==> config.mk <==
export PLATFORM = sky130hd
export DESIGN_NAME = text_byte_to_unicode_decoder
export DESIGN_NICKNAME = d
export VERILOG_FILES = /design/src/rtl/tbud_pkg.sv /design/src/rtl/text_byte_to_unicode_decoder.sv /design/src/rtl/tbud_ram.sv /design/src/rtl/tbud_step.sv
export SDC_FILE = /design/constraint.sdc
export NUM_CORES = 2
export LEC_CHECK = 0
export BUFFER_PORTS_ARGS = -buffer_cell sky130_fd_sc_hd__buf_2
export CAP_MARGIN = 10
export CORE_MARGIN = 2
export CORE_UTILIZATION = 40
export DETAILED_ROUTE_END_ITERATION = 8
export REMOVE_ABC_BUFFERS = 1
export SYNTH_ARGS = -nofsm -noshare
export SYNTH_HDL_FRONTEND = slang
export SYNTH_SLANG_ARGS = --single-unit
==> constraint.sdc <==
create_clock -name clk -period 2.45 [get_ports clk]
set_input_delay 0.245 -clock clk [delete_from_list [all_inputs] [get_ports clk]]
set_output_delay 0.245 -clock clk [all_outputs]
set_load 0.01 [all_outputs]
==> src/rtl/tbud_pkg.sv <==
// ----------------------------------------------------------------------------
// tbud_pkg: shared types and constants for the text byte decoder
// Request kinds, decode modes, held-byte state and per-item step result.
// ----------------------------------------------------------------------------
package tbud_pkg;

    typedef enum logic [1:0] {
        REQ_DATA  = 2'd0,
        REQ_END   = 2'd1,
        REQ_TABLE = 2'd2,
        REQ_NONE  = 2'd3
    } req_t;

    typedef enum logic [1:0] {
        MODE_TABLE   = 2'd0,
        MODE_U16_HI  = 2'd1,
        MODE_U16_LO  = 2'd2,
        MODE_UTF8    = 2'd3
    } mode_t;

    localparam logic [15:0] BAD_SEQ = 16'hFEFF;
    localparam int          MAP_DEPTH = 256;

    // bytes held of an unfinished sequence
    typedef struct packed {
        logic [1:0] pending;
        logic [7:0] first;
        logic [7:0] second;
    } hold_t;

    // outcome of one request
    typedef struct packed {
        logic        emit;       // request produces a result
        logic        use_table;  // code point comes from the charset map
        logic        last;       // end-of-text marker
        logic [15:0] cp;         // code point (map index when use_table)
    } step_res_t;

endpackage

==> src/rtl/text_byte_to_unicode_decoder.sv <==
// ----------------------------------------------------------------------------
// text_byte_to_unicode_decoder: byte stream to 16-bit code point decoder
// Charset-table, UTF-16 (either byte order) and UTF-8 decoding of a byte
// stream, one request per cycle unless m_axis stalls, with an end-of-text marker.
// ----------------------------------------------------------------------------
//
//  channel   | signals                         | contents
//  ----------+---------------------------------+-------------------------------
//  s_axis    | tvalid tready tdata[31:0] tuser | request: byte / table write,
//            |                                 | tuser = request kind
//  m_axis    | tvalid tready tdata[15:0] tlast | code point, tlast = end marker
//  cfg       | cfg_wr_en cfg_wr_data[1:0]      | decode mode
//
// One request per cycle sustained while m_axis does not stall; a request passes
// the middle stage (decode + charset RAM read), then the output register.
// The charset RAM read port sets the stage split: its data is registered.
// Reset clears the held bytes, the mode and all map-written flags at once;
// an unwritten map entry reads as its own index, so no clearing pass.
// Stalls on m_axis back up through the middle stage; s_axis keeps taking
// requests while the output register holds a result and the middle is free.
// ----------------------------------------------------------------------------
module text_byte_to_unicode_decoder (
    input  logic        clk,
    input  logic        rst_n,

    input  logic        s_axis_tvalid,
    output logic        s_axis_tready,
    input  logic [31:0] s_axis_tdata,   // [7:0] data_byte, [15:8] table_index,
                                        // [31:16] table_value
    input  logic [1:0]  s_axis_tuser,   // [1:0] req_type

    output logic        m_axis_tvalid,
    input  logic        m_axis_tready,
    output logic [15:0] m_axis_tdata,   // [15:0] code_point
    output logic        m_axis_tlast,   // end_of_text

    input  logic        cfg_wr_en,
    input  logic [1:0]  cfg_wr_data     // decode_mode
);

    localparam int MAP_AW = $clog2(tbud_pkg::MAP_DEPTH);

    // input field split
    logic [7:0]        data_byte;
    logic [7:0]        table_index;
    logic [15:0]       table_value;
    tbud_pkg::req_t    req_type;

    assign data_byte   = s_axis_tdata[7:0];
    assign table_index = s_axis_tdata[15:8];
    assign table_value = s_axis_tdata[31:16];
    assign req_type    = tbud_pkg::req_t'(s_axis_tuser);

    // state
    tbud_pkg::mode_t     mode_reg;
    tbud_pkg::hold_t     hold_reg;
    tbud_pkg::hold_t     hold_next;
    tbud_pkg::step_res_t step_res;
    logic [tbud_pkg::MAP_DEPTH-1:0] written_reg;

    // middle stage (waiting on charset RAM data)
    logic                s1_v_reg;
    tbud_pkg::step_res_t s1_res_reg;
    logic                s1_hit_reg;
    logic [15:0]         map_q;
    logic [15:0]         s1_cp;

    // output register
    logic                out_v_reg;
    logic [15:0]         out_cp_reg;
    logic                out_last_reg;

    logic accept;
    logic out_free;
    logic s1_move;
    logic map_we;
    logic map_re;

    // ---- decode step ----
    tbud_step u_step (
        .mode      (mode_reg),
        .hold      (hold_reg),
        .req_type  (req_type),
        .data_byte (data_byte),
        .hold_next (hold_next),
        .res       (step_res)
    );

    // ---- handshake ----
    assign out_free      = !out_v_reg || m_axis_tready;
    assign s1_move       = s1_v_reg && out_free;
    assign s_axis_tready = !s1_v_reg || out_free;
    assign accept        = s_axis_tvalid && s_axis_tready;

    // ---- charset map ----
    assign map_we = accept && (req_type == tbud_pkg::REQ_TABLE);
    assign map_re = accept && step_res.use_table;

    tbud_ram #(
        .WIDTH (16),
        .DEPTH (tbud_pkg::MAP_DEPTH)
    ) u_map (
        .clk   (clk),
        .we    (map_we),
        .waddr (table_index[MAP_AW-1:0]),
        .wdata (table_value),
        .re    (map_re),
        .raddr (data_byte[MAP_AW-1:0]),
        .rdata (map_q)
    );

    // unwritten entry reads as identity
    assign s1_cp = (s1_res_reg.use_table && s1_hit_reg) ? map_q : s1_res_reg.cp;

    // ---- mode, held bytes, written flags ----
    always_ff @(posedge clk or negedge rst_n)
    begin
        if (!rst_n)
        begin
            mode_reg    <= tbud_pkg::MODE_TABLE;
            hold_reg    <= '0;
            written_reg <= '0;
        end
        else
        begin
            if (cfg_wr_en)
            begin
                // mode change drops any partial sequence
                mode_reg <= tbud_pkg::mode_t'(cfg_wr_data);
                hold_reg <= '0;
            end
            else if (accept)
            begin
                hold_reg <= hold_next;
            end
            if (map_we)
            begin
                written_reg[table_index[MAP_AW-1:0]] <= 1'b1;
            end
        end
    end

    // ---- middle stage ----
    always_ff @(posedge clk or negedge rst_n)
    begin
        if (!rst_n)
        begin
            s1_v_reg <= 1'b0;
        end
        else if (accept)
        begin
            s1_v_reg <= step_res.emit;
        end
        else if (s1_move)
        begin
            s1_v_reg <= 1'b0;
        end
    end

    always_ff @(posedge clk)
    begin
        if (accept)
        begin
            s1_res_reg <= step_res;
            s1_hit_reg <= written_reg[data_byte[MAP_AW-1:0]];
        end
    end

    // ---- output register ----
    always_ff @(posedge clk or negedge rst_n)
    begin
        if (!rst_n)
        begin
            out_v_reg <= 1'b0;
        end
        else if (out_free)
        begin
            out_v_reg <= s1_v_reg;
        end
    end

    always_ff @(posedge clk)
    begin
        if (s1_move)
        begin
            out_cp_reg   <= s1_cp;
            out_last_reg <= s1_res_reg.last;
        end
    end

    assign m_axis_tvalid = out_v_reg;
    assign m_axis_tdata  = out_cp_reg;
    assign m_axis_tlast  = out_last_reg;

`ifndef SYNTHESIS
    // end marker always carries a zero code point
    assert property (@(posedge clk) disable iff (!rst_n)
        (m_axis_tvalid && m_axis_tlast) |-> (m_axis_tdata == 16'h0000))
        else $error("end marker with nonzero code point");

    // end of text leaves nothing pending
    assert property (@(posedge clk) disable iff (!rst_n)
        (accept && req_type == tbud_pkg::REQ_END && !cfg_wr_en) |=> (hold_reg.pending == 2'd0))
        else $error("pending bytes survived end of text");

    // a second held byte only exists in UTF-8
    assert property (@(posedge clk) disable iff (!rst_n)
        (hold_reg.pending == 2'd2) |-> (mode_reg == tbud_pkg::MODE_UTF8))
        else $error("two bytes held outside UTF-8");

    // full pipe with stalled output must not take a request
    assert property (@(posedge clk) disable iff (!rst_n)
        (s1_v_reg && out_v_reg && !m_axis_tready) |-> !s_axis_tready)
        else $error("request taken into full pipe");

    // a waiting middle result moves once the output frees up
    assert property (@(posedge clk) disable iff (!rst_n)
        (s1_v_reg && out_free && !accept) |=> out_v_reg)
        else $error("middle result lost");
`endif

endmodule

==> src/rtl/tbud_ram.sv <==
// ----------------------------------------------------------------------------
// tbud_ram: generic single-write, single-read RAM
// One write port, one read port with registered read data.
// ----------------------------------------------------------------------------
module tbud_ram #(
    parameter int WIDTH = 16,
    parameter int DEPTH = 256
) (
    input  logic                     clk,
    input  logic                     we,
    input  logic [$clog2(DEPTH)-1:0] waddr,
    input  logic [WIDTH-1:0]         wdata,
    input  logic                     re,
    input  logic [$clog2(DEPTH)-1:0] raddr,
    output logic [WIDTH-1:0]         rdata
);

    logic [WIDTH-1:0] mem [DEPTH];

    always_ff @(posedge clk)
    begin
        if (we)
        begin
            mem[waddr] <= wdata;
        end
        if (re)
        begin
            rdata <= mem[raddr];
        end
    end

endmodule

==> src/rtl/tbud_step.sv <==
// ----------------------------------------------------------------------------
// tbud_step: one-request decode step
// Given held bytes, mode and a request, gives the next held state and result.
// ----------------------------------------------------------------------------
module tbud_step (
    input  tbud_pkg::mode_t     mode,
    input  tbud_pkg::hold_t     hold,
    input  tbud_pkg::req_t      req_type,
    input  logic [7:0]          data_byte,
    output tbud_pkg::hold_t     hold_next,
    output tbud_pkg::step_res_t res
);

    localparam tbud_pkg::hold_t HOLD_CLEAR = '0;

    always_comb
    begin
        hold_next = hold;
        res       = '0;
        case (req_type)
            tbud_pkg::REQ_DATA:
            begin
                case (mode)
                    tbud_pkg::MODE_TABLE:
                    begin
                        res.emit      = 1'b1;
                        res.use_table = 1'b1;
                        res.cp        = {8'h00, data_byte};
                    end
                    tbud_pkg::MODE_U16_HI, tbud_pkg::MODE_U16_LO:
                    begin
                        if (hold.pending == 2'd0)
                        begin
                            hold_next.first   = data_byte;
                            hold_next.pending = 2'd1;
                        end
                        else
                        begin
                            res.emit  = 1'b1;
                            res.cp    = (mode == tbud_pkg::MODE_U16_HI) ?
                                        {hold.first, data_byte} :
                                        {data_byte, hold.first};
                            hold_next = HOLD_CLEAR;
                        end
                    end
                    default:
                    begin
                        // UTF-8
                        if (hold.pending == 2'd0)
                        begin
                            if (data_byte < 8'h80)
                            begin
                                res.emit = 1'b1;
                                res.cp   = {8'h00, data_byte};
                            end
                            else if (data_byte inside {[8'h80:8'hBF], [8'hF0:8'hFF]})
                            begin
                                // stray continuation, four-byte lead or F8-FF byte
                                res.emit = 1'b1;
                                res.cp   = tbud_pkg::BAD_SEQ;
                            end
                            else
                            begin
                                hold_next.first   = data_byte;
                                hold_next.pending = 2'd1;
                            end
                        end
                        else if (hold.first < 8'hE0)
                        begin
                            res.emit  = 1'b1;
                            res.cp    = {5'b00000, hold.first[4:0], data_byte[5:0]};
                            hold_next = HOLD_CLEAR;
                        end
                        else if (hold.pending == 2'd1)
                        begin
                            hold_next.second  = data_byte;
                            hold_next.pending = 2'd2;
                        end
                        else
                        begin
                            res.emit  = 1'b1;
                            res.cp    = {hold.first[3:0], hold.second[5:0], data_byte[5:0]};
                            hold_next = HOLD_CLEAR;
                        end
                    end
                endcase
            end
            tbud_pkg::REQ_END:
            begin
                res.emit  = 1'b1;
                res.last  = 1'b1;
                hold_next = HOLD_CLEAR;
            end
            default:
            begin
                // table writes and unused kinds leave the held bytes alone
            end
        endcase
    end

endmodule

; Word level (Yosys, flattened, before mapping)
; Memories as Yosys holds them, arrays and structs flattened. A register that Yosys moved wholly into a read port is not among the register bits.
; Cells that the tools add are included.
[classes]
magnitude_cmp = 9
n_eq_ne = 10
n_mux = 42
n_bitwise = 1
n_reduce_logical = 23
[op_table]
columns = cell, count
row1 = $or 256x256->256, 1
row2 = $mux 16, 8
row3 = $pmux 18 s2, 2
row4 = $mux 18, 3
row5 = $mux 8, 4
row6 = $pmux 16 s2, 1
row7 = $mux 10, 3
row8 = $lt 8x9->1 const B, 2
row9 = $ge 8x8->1 const B, 2
row10 = $le 8x8->1 const B, 2
row11 = $lt 8x8->1 const B, 2
row12 = $mux 1, 15
row13 = $ne 5x5->1 const B, 2
row14 = $mux 9, 1
row15 = $bmux 1 s8, 1
row16 = $demux 1 s8, 1
row17 = $ge 8x1->1 const B, 1
row18 = $logic_and 1x1->1, 8
row19 = $eq 2x1->1 const B, 3
row20 = $logic_not 2->1, 3
row21 = $ne 3x3->1 const B, 2
row22 = $ne 6x4->1 const B, 1
row23 = $reduce_and 6->1, 1
row24 = $reduce_bool 2->1, 3
row25 = 9 further kinds, 13
[word_totals]
ff_bits = 312
mem_bits_rw = 4096
wordCells = 99
memories = 1
[mem_list]
columns = name, depth, width, read_ports, rd_clocked_by_memory_dff, write_ports, line
row1 = u_map.mem, 256, 16, 1, 1, 1, tbud_ram.sv:18  ; logic [WIDTH-1:0] mem [DEPTH];

; Longest topological paths before layout
[depth]
depth_word = 10
depth_mapped = 14
depth_no_buf = 8

; Cells and area by module
; Synthesis repeated with hierarchy kept, for this count alone.
[hier_totals]
cells_unflattened = 8547
area_unflattened_um2 = 173428.8
[modules_own_cells]
columns = mod, instances, cells_per_inst, area_per_inst_um2, seq_area_each_um2
row1 = tbud_ram, 1, 7360, 158874.9, 123478.4
row2 = text_byte_to_unicode_decoder, 1, 976, 13196.4, 8037.7
row3 = tbud_step, 1, 211, 1357.6, 0.0

; Worst setup path after synthesis
; OpenSTA, ideal clock, no wires.
[synth_timing]
path_type = input to register
startpoint = input s_axis_tdata[0]
endpoint = register u_map.rdata[8], read port of u_map.mem, data pin
setup_ns = 0.272
arrival_ns = 2.591
path_slack_ns = -0.412
path_stages = 12
cell_sequence = buf_6 > buf_6 > buf_6 > buf_2 > buf_4 > mux2i_1 > a22oi_1 > a21oi_1 > nor2_1 > o311ai_0 > o221ai_1 > or4_1
[synth_lines]
columns = element, line
row1 = from (decl), text_byte_to_unicode_decoder.sv:28  ; input logic [31:0] s_axis_tdata,
row2 = to (decl), tbud_ram.sv:15  ; output logic [WIDTH-1:0] rdata

==> report_table.html <==
<table>
<tr><th>Metric</th><th>Value</th></tr>
<tr><th colspan="2">Setup path</th></tr>
<tr><td>Maximum cell stage delay along the critical path</td><td>0.52 ns</td></tr>
<tr><td>Critical path arrival</td><td>3.58 ns</td></tr>
<tr><td>Critical Path Fanout Max</td><td>1</td></tr>
<tr><td>Worst setup path category</td><td>flip-flop to flip-flop</td></tr>
<tr><td>Crit path required time</td><td>3.17 ns</td></tr>
<tr><td>CP max stage cell</td><td>sky130_fd_sc_hd__mux4_2</td></tr>
<tr><td>Cell-by-cell trace of the critical path</td><td>mux4_2 -&gt; mux4_2 -&gt; o21ai_1 -&gt; buf_4 -&gt; a31oi_4 -&gt; a311o_1 -&gt; a2111oi_4 -&gt; o2111ai_2</td></tr>
<tr><td>Launching element type of the critical path</td><td>flip-flop</td></tr>
<tr><td>Kind of end point of the critical path</td><td>flip-flop</td></tr>
<tr><td>Cell repeated most along the worst path</td><td>sky130_fd_sc_hd__mux4_2</td></tr>
<tr><td>Reg-to-Reg Start</td><td>u_map.mem[235][1]$_DFFE_PP_</td></tr>
<tr><td>Critical path origin</td><td>u_map.mem[235][1]$_DFFE_PP_</td></tr>
<tr><th colspan="2">Die</th></tr>
<tr><td>I/O pin total</td><td>60</td></tr>
<tr><td>Row Count</td><td>240</td></tr>
<tr><td>Initial standard-cell utilization of the core</td><td>40.2%</td></tr>
<tr><td>Die Y-Extent</td><td>659 um</td></tr>
<tr><td>CORE AREA</td><td>427000 um2</td></tr>
<tr><td>Die Width</td><td>659 um</td></tr>
<tr><td>Die Footprint</td><td>435000 um2</td></tr>
<tr><th colspan="2">Cells and area</th></tr>
<tr><td>Total area of multi-input combinational cells</td><td>38900 um2</td></tr>
<tr><td>Layout overhead on the synthesized area</td><td>21.2%</td></tr>
<tr><td>Max reg flops</td><td>4096</td></tr>
<tr><td>Fill count</td><td>34400</td></tr>
<tr><td>Share of layout cells above drive strength 1</td><td>35.2%</td></tr>
<tr><td>Storage cell area</td><td>131000 um2</td></tr>
<tr><td>Fin nets</td><td>9552</td></tr>
<tr><td>Cell Count, Final, Fillers Out</td><td>15600</td></tr>
<tr><th colspan="2">Global routing</th></tr>
<tr><td>Initial antenna violation count</td><td>32</td></tr>
<tr><td>Pin count of the biggest net entering global routing</td><td>97</td></tr>
<tr><td>Via count of the first global-routing pass</td><td>91300</td></tr>
<tr><td>First-pass GRT wire length</td><td>707000 um</td></tr>
<tr><td>Remaining global-route overflow</td><td>0</td></tr>
<tr><td>All-Layer GR Usage</td><td>22.9%</td></tr>
<tr><th colspan="2">Pwr</th></tr>
<tr><td>Proportion of power drawn by flip-flops and latches</td><td>51.1%</td></tr>
<tr><td>Switching fraction of total power</td><td>21.7%</td></tr>
<tr><td>Worst supply voltage drop on vdd</td><td>0.676 mV</td></tr>
<tr><td>Internal power</td><td>127 mW</td></tr>
<tr><td>Leak pwr</td><td>70.1 nW</td></tr>
<tr><td>Net switching power</td><td>35.2 mW</td></tr>
<tr><td>Power Dens Cells</td><td>781 nW/um2</td></tr>
<tr><td>Combinational share of power</td><td>6.2%</td></tr>
<tr><td>Share of power burned in the clock network</td><td>42.7%</td></tr>
<tr><th colspan="2">STA</th></tr>
<tr><td>Tcrit/Tclk final</td><td>117%</td></tr>
<tr><td>Smallest setup slack after layout</td><td>-0.413 ns</td></tr>
<tr><td># setup viols final</td><td>11</td></tr>
<tr><td>Worst clock skew</td><td>0.0643 ns</td></tr>
<tr><td>Rel. slew slack</td><td>20.5%</td></tr>
<tr><td>Worst Hold Slack</td><td>0.0301 ns</td></tr>
<tr><td>F_max</td><td>0.349 GHz</td></tr>
<tr><td>Final hold violation count</td><td>0</td></tr>
<tr><td>Slew of the pin with the lowest slew margin</td><td>1.19 ns</td></tr>
<tr><td>Slew Viols, Final</td><td>0</td></tr>
<tr><td>Fin crit period</td><td>2.86 ns</td></tr>
<tr><td>Unrepaired setup endpoints after global routing</td><td>yes</td></tr>
<tr><th colspan="2">Drt</th></tr>
<tr><td>Remaining antenna violation count after routing</td><td>0</td></tr>
<tr><td>Average vias per placed instance</td><td>5.84</td></tr>
<tr><td>DRC violations left</td><td>0</td></tr>
<tr><td>WL per Instance</td><td>32.3 um</td></tr>
<tr><td>Violation count after the first detailed-route iteration</td><td>11900</td></tr>
<tr><td>Count of TritonRoute iterations in the first routing pass</td><td>6</td></tr>
<tr><td>Detailed-route via count</td><td>91400</td></tr>
<tr><td>Total wirelength of the detailed-routed design</td><td>505000 um</td></tr>
<tr><th colspan="2">Synth</th></tr>
<tr><td>Biggest area consumer among synthesized cells</td><td>sky130_fd_sc_hd__edfxtp_1</td></tr>
<tr><td>Cell types occupying the most area after synthesis</td><td>sky130_fd_sc_hd__edfxtp_1 (73%), sky130_fd_sc_hd__mux4_2 (12%), sky130_fd_sc_hd__dfrtp_1 (4.0%)</td></tr>
<tr><td>Share of synthesized area occupied by flip-flops and latches</td><td>76.6%</td></tr>
<tr><td>Gate count of the mapped netlist</td><td>8231</td></tr>
<tr><td>Number of synthesized flops with an enable pin</td><td>4148</td></tr>
<tr><td>Flip-flop and latch count after synthesis</td><td>4424</td></tr>
<tr><td>Syn. warnings</td><td>0</td></tr>
<tr><td>Portion of synthesized cell area occupied by the leading cell type</td><td>72.5%</td></tr>
<tr><td>Syn_area_per_cell</td><td>20.9 um2</td></tr>
<tr><td>Ys flop type</td><td>sky130_fd_sc_hd__edfxtp_1</td></tr>
<tr><td>Count of different cell masters after synthesis</td><td>68</td></tr>
<tr><td>Cell Area, Synth</td><td>172000 um2</td></tr>
<tr><td>Fraction of synthesis flops using an asynchronous set or reset pin</td><td>6.24%</td></tr>
<tr><th colspan="2">Placement</th></tr>
<tr><td>Pre-CTS WS</td><td>-1.97 ns</td></tr>
<tr><td>Detail Placement HPWL</td><td>327000 um</td></tr>
<tr><td>Port buffer count</td><td>59</td></tr>
<tr><td>Global placement routability congestion</td><td>0.908</td></tr>
<tr><td>Number of placed instances with taps included</td><td>14700</td></tr>
<tr><th colspan="2">Min path</th></tr>
<tr><td>Worst hold path class</td><td>input pin to asynchronous set/reset pin</td></tr>
<tr><th colspan="2">Clock network</th></tr>
<tr><td>TritonCTS buffer count</td><td>440</td></tr>
<tr><td>Later-pin clock latency in the skew report</td><td>1.00 ns</td></tr>
<tr><td>TritonCTS clock tree</td><td>done</td></tr>
<tr><td>Clock root cell</td><td>sky130_fd_sc_hd__clkbuf_16</td></tr>
<tr><td>CTS Buffer Depth</td><td>4</td></tr>
<tr><td>Maximum level of the CTS H-tree</td><td>5</td></tr>
<tr><td>Number of clock sinks</td><td>4424</td></tr>
<tr><td>Clock input transition at the sequential cells of the worst setup and hold paths</td><td>0.06 ns</td></tr>
<tr><th colspan="2">Status</th></tr>
<tr><td>Failing checks</td><td>setup timing</td></tr>
<tr><td>Status</td><td>finished with violations</td></tr>
<tr><th colspan="2">Job</th></tr>
<tr><td>Max-cap violations</td><td>0</td></tr>
</table>
what timing repair did:
action	in CTS	in global routing
endpoints found under the hold margin	2413	0
endpoints found under the setup margin	17	61
gates cloned	0	1
hold buffers	31	0
buffers inserted	0	8
gates resized for setup	144	65
pin swaps	38	19
layout by cell type (no fill, tap or decap), types with 36 or more instances in the layout:
| cell | instances |
|---|---|
| sky130_fd_sc_hd__nand2_1 | 125 |
| sky130_fd_sc_hd__nor2_1 | 108 |
| sky130_fd_sc_hd__mux2i_1 | 587 |
| sky130_fd_sc_hd__clkinv_2 | 78 |
| sky130_fd_sc_hd__nor3_1 | 52 |
| sky130_fd_sc_hd__clkbuf_8 | 39 |
| sky130_fd_sc_hd__o21ai_0 | 139 |
| sky130_fd_sc_hd__buf_4 | 781 |
| sky130_fd_sc_hd__bufinv_16 | 55 |
| sky130_fd_sc_hd__or2_2 | 264 |
| sky130_fd_sc_hd__edfxtp_1 | 4148 |
| sky130_fd_sc_hd__buf_2 | 36 |
| sky130_fd_sc_hd__dfrtp_1 | 276 |
| sky130_fd_sc_hd__nand3_1 | 49 |
| sky130_fd_sc_hd__clkinv_1 | 73 |
| sky130_fd_sc_hd__nor2_2 | 191 |
| sky130_fd_sc_hd__clkbuf_1 | 86 |
| sky130_fd_sc_hd__clkbuf_16 | 450 |
| sky130_fd_sc_hd__a21oi_1 | 130 |
| sky130_fd_sc_hd__buf_12 | 419 |
| sky130_fd_sc_hd__a221oi_1 | 226 |
| sky130_fd_sc_hd__a22oi_1 | 105 |
| sky130_fd_sc_hd__mux4_2 | 902 |
| sky130_fd_sc_hd__diode_2 | 65 |
through the flow:
step / utilization (%) / power, mW / area [um2] / setup TNS, ns
2_1_floorplan: - / 87.8 / 169000 / -841.40
3_3_place_gp: 44.8 / 94.1 / 192000 / -22.20
3_5_place_dp: 44.8 / 94.3 / 192000 / -21.85
4_1_cts: 48.6 / 163 / 208000 / -2.52
5_1_grt: 48.7 / 167 / 208000 / -2.87
6_report: 48.7 / 163 / 208000 / -2.29
critical path, delay by kind of cell (launching register included):
kind	cells	cell delay, ns
buf+inv	1	0.16
flops	1	0.38
mux	2	1.01
compound gates	5	1.06
worst paths after layout:
check	slack (ns)	end	depth (start not counted)
worst min register to register	0.42	m_axis_tlast$_DFFE_PP_	0
worst min-delay path	0.03	written_reg[9]$_DFFE_PN0P_	3
worst max-delay path	-0.41	u_map.rdata[1]$_DFFE_PP_	8
min in group clk	0.12	u_map.mem[187][1]$_DFFE_PP_	4
max in group asynchronous	1.76	written_reg[124]$_DFFE_PN0P_	3
worst max register to register	-0.41	u_map.rdata[1]$_DFFE_PP_	8
area by class of cell:
cell class                      instances  share of cell area, %
Antenna cell                           65                 0.0782
Clock buffer                          572                   5.80
Clock inverter                        257                   1.40
Inverter                               12                 0.0301
Multi-Input combinational cell       3325                   18.7
Sequential cell                      4424                   63.2
Tap cell                             5687                   3.42
Timing Repair Buffer                 1305                   7.37
kinds of logic (layout without fill, tap and decap cells):
family / after synthesis / count (layout) / synth area share, %
adders and majority gates: 3 / 3 / 0.0219
DFF: 4424 / 4424 / 76.6
AOI/OAI and AO/OA: 864 / 864 / 3.60
and+or+nand+nor: 930 / 930 / 2.67
muxes: 1528 / 1528 / 15.5
other: 0 / 65 / 0
buffers and inverters: 482 / 2146 / 1.65
power groups by stage:
stage,Combinational (mW),Clock [mW],Sequential (mW)
final,10.0,69.5,83.0
after global routing,10.4,73.2,83.0
after CTS,9.92,70.4,83.0
after detailed placement,9.65,0,84.6
after global placement,9.52,0,84.6
after floorplan,3.27,0,84.5
layer usage:
layer / routed length, um / track usage (%) / share of wire (%) / vias up
met5: 13 / 0 / 0.0026 / -
met4: 21300 / 8.48 / 4.2 / 2
met3: 41700 / 3.70 / 8.3 / 783
met2: 239000 / 36.4 / 47 / 4503
met1: 204000 / 31.9 / 40 / 49100
li1: - / - / - / 37000
cell usage after synthesis (5+ instances only):
master / n
sky130_fd_sc_hd__a2111oi_0: 7
sky130_fd_sc_hd__a211o_1: 5
sky130_fd_sc_hd__a211oi_1: 23
sky130_fd_sc_hd__a21oi_1: 143
sky130_fd_sc_hd__a221o_1: 17
sky130_fd_sc_hd__a221oi_1: 240
sky130_fd_sc_hd__a22o_1: 11
sky130_fd_sc_hd__a22oi_1: 107
sky130_fd_sc_hd__a311oi_1: 5
sky130_fd_sc_hd__a31oi_1: 23
sky130_fd_sc_hd__and2_1: 11
sky130_fd_sc_hd__and3_1: 13
sky130_fd_sc_hd__buf_1: 33
sky130_fd_sc_hd__buf_2: 85
sky130_fd_sc_hd__buf_4: 62
sky130_fd_sc_hd__buf_6: 80
sky130_fd_sc_hd__buf_8: 7
sky130_fd_sc_hd__clkbuf_1: 203
sky130_fd_sc_hd__dfrtp_1: 276
sky130_fd_sc_hd__edfxtp_1: 4148
sky130_fd_sc_hd__inv_1: 8
sky130_fd_sc_hd__mux2_2: 29
sky130_fd_sc_hd__mux2i_1: 596
sky130_fd_sc_hd__mux4_2: 901
sky130_fd_sc_hd__nand2_1: 145
sky130_fd_sc_hd__nand2b_1: 21
sky130_fd_sc_hd__nand3_1: 62
sky130_fd_sc_hd__nor2_1: 301
sky130_fd_sc_hd__nor2b_1: 25
sky130_fd_sc_hd__nor3_1: 55
sky130_fd_sc_hd__nor4_1: 7
sky130_fd_sc_hd__o2111ai_1: 9
sky130_fd_sc_hd__o211ai_1: 21
sky130_fd_sc_hd__o21ai_0: 150
sky130_fd_sc_hd__o221ai_1: 23
sky130_fd_sc_hd__o22ai_1: 25
sky130_fd_sc_hd__o31ai_1: 16
sky130_fd_sc_hd__o32ai_1: 6
sky130_fd_sc_hd__or2_2: 266
sky130_fd_sc_hd__or4_1: 7
No activity file was read; power rests on OpenSTA's default activity.
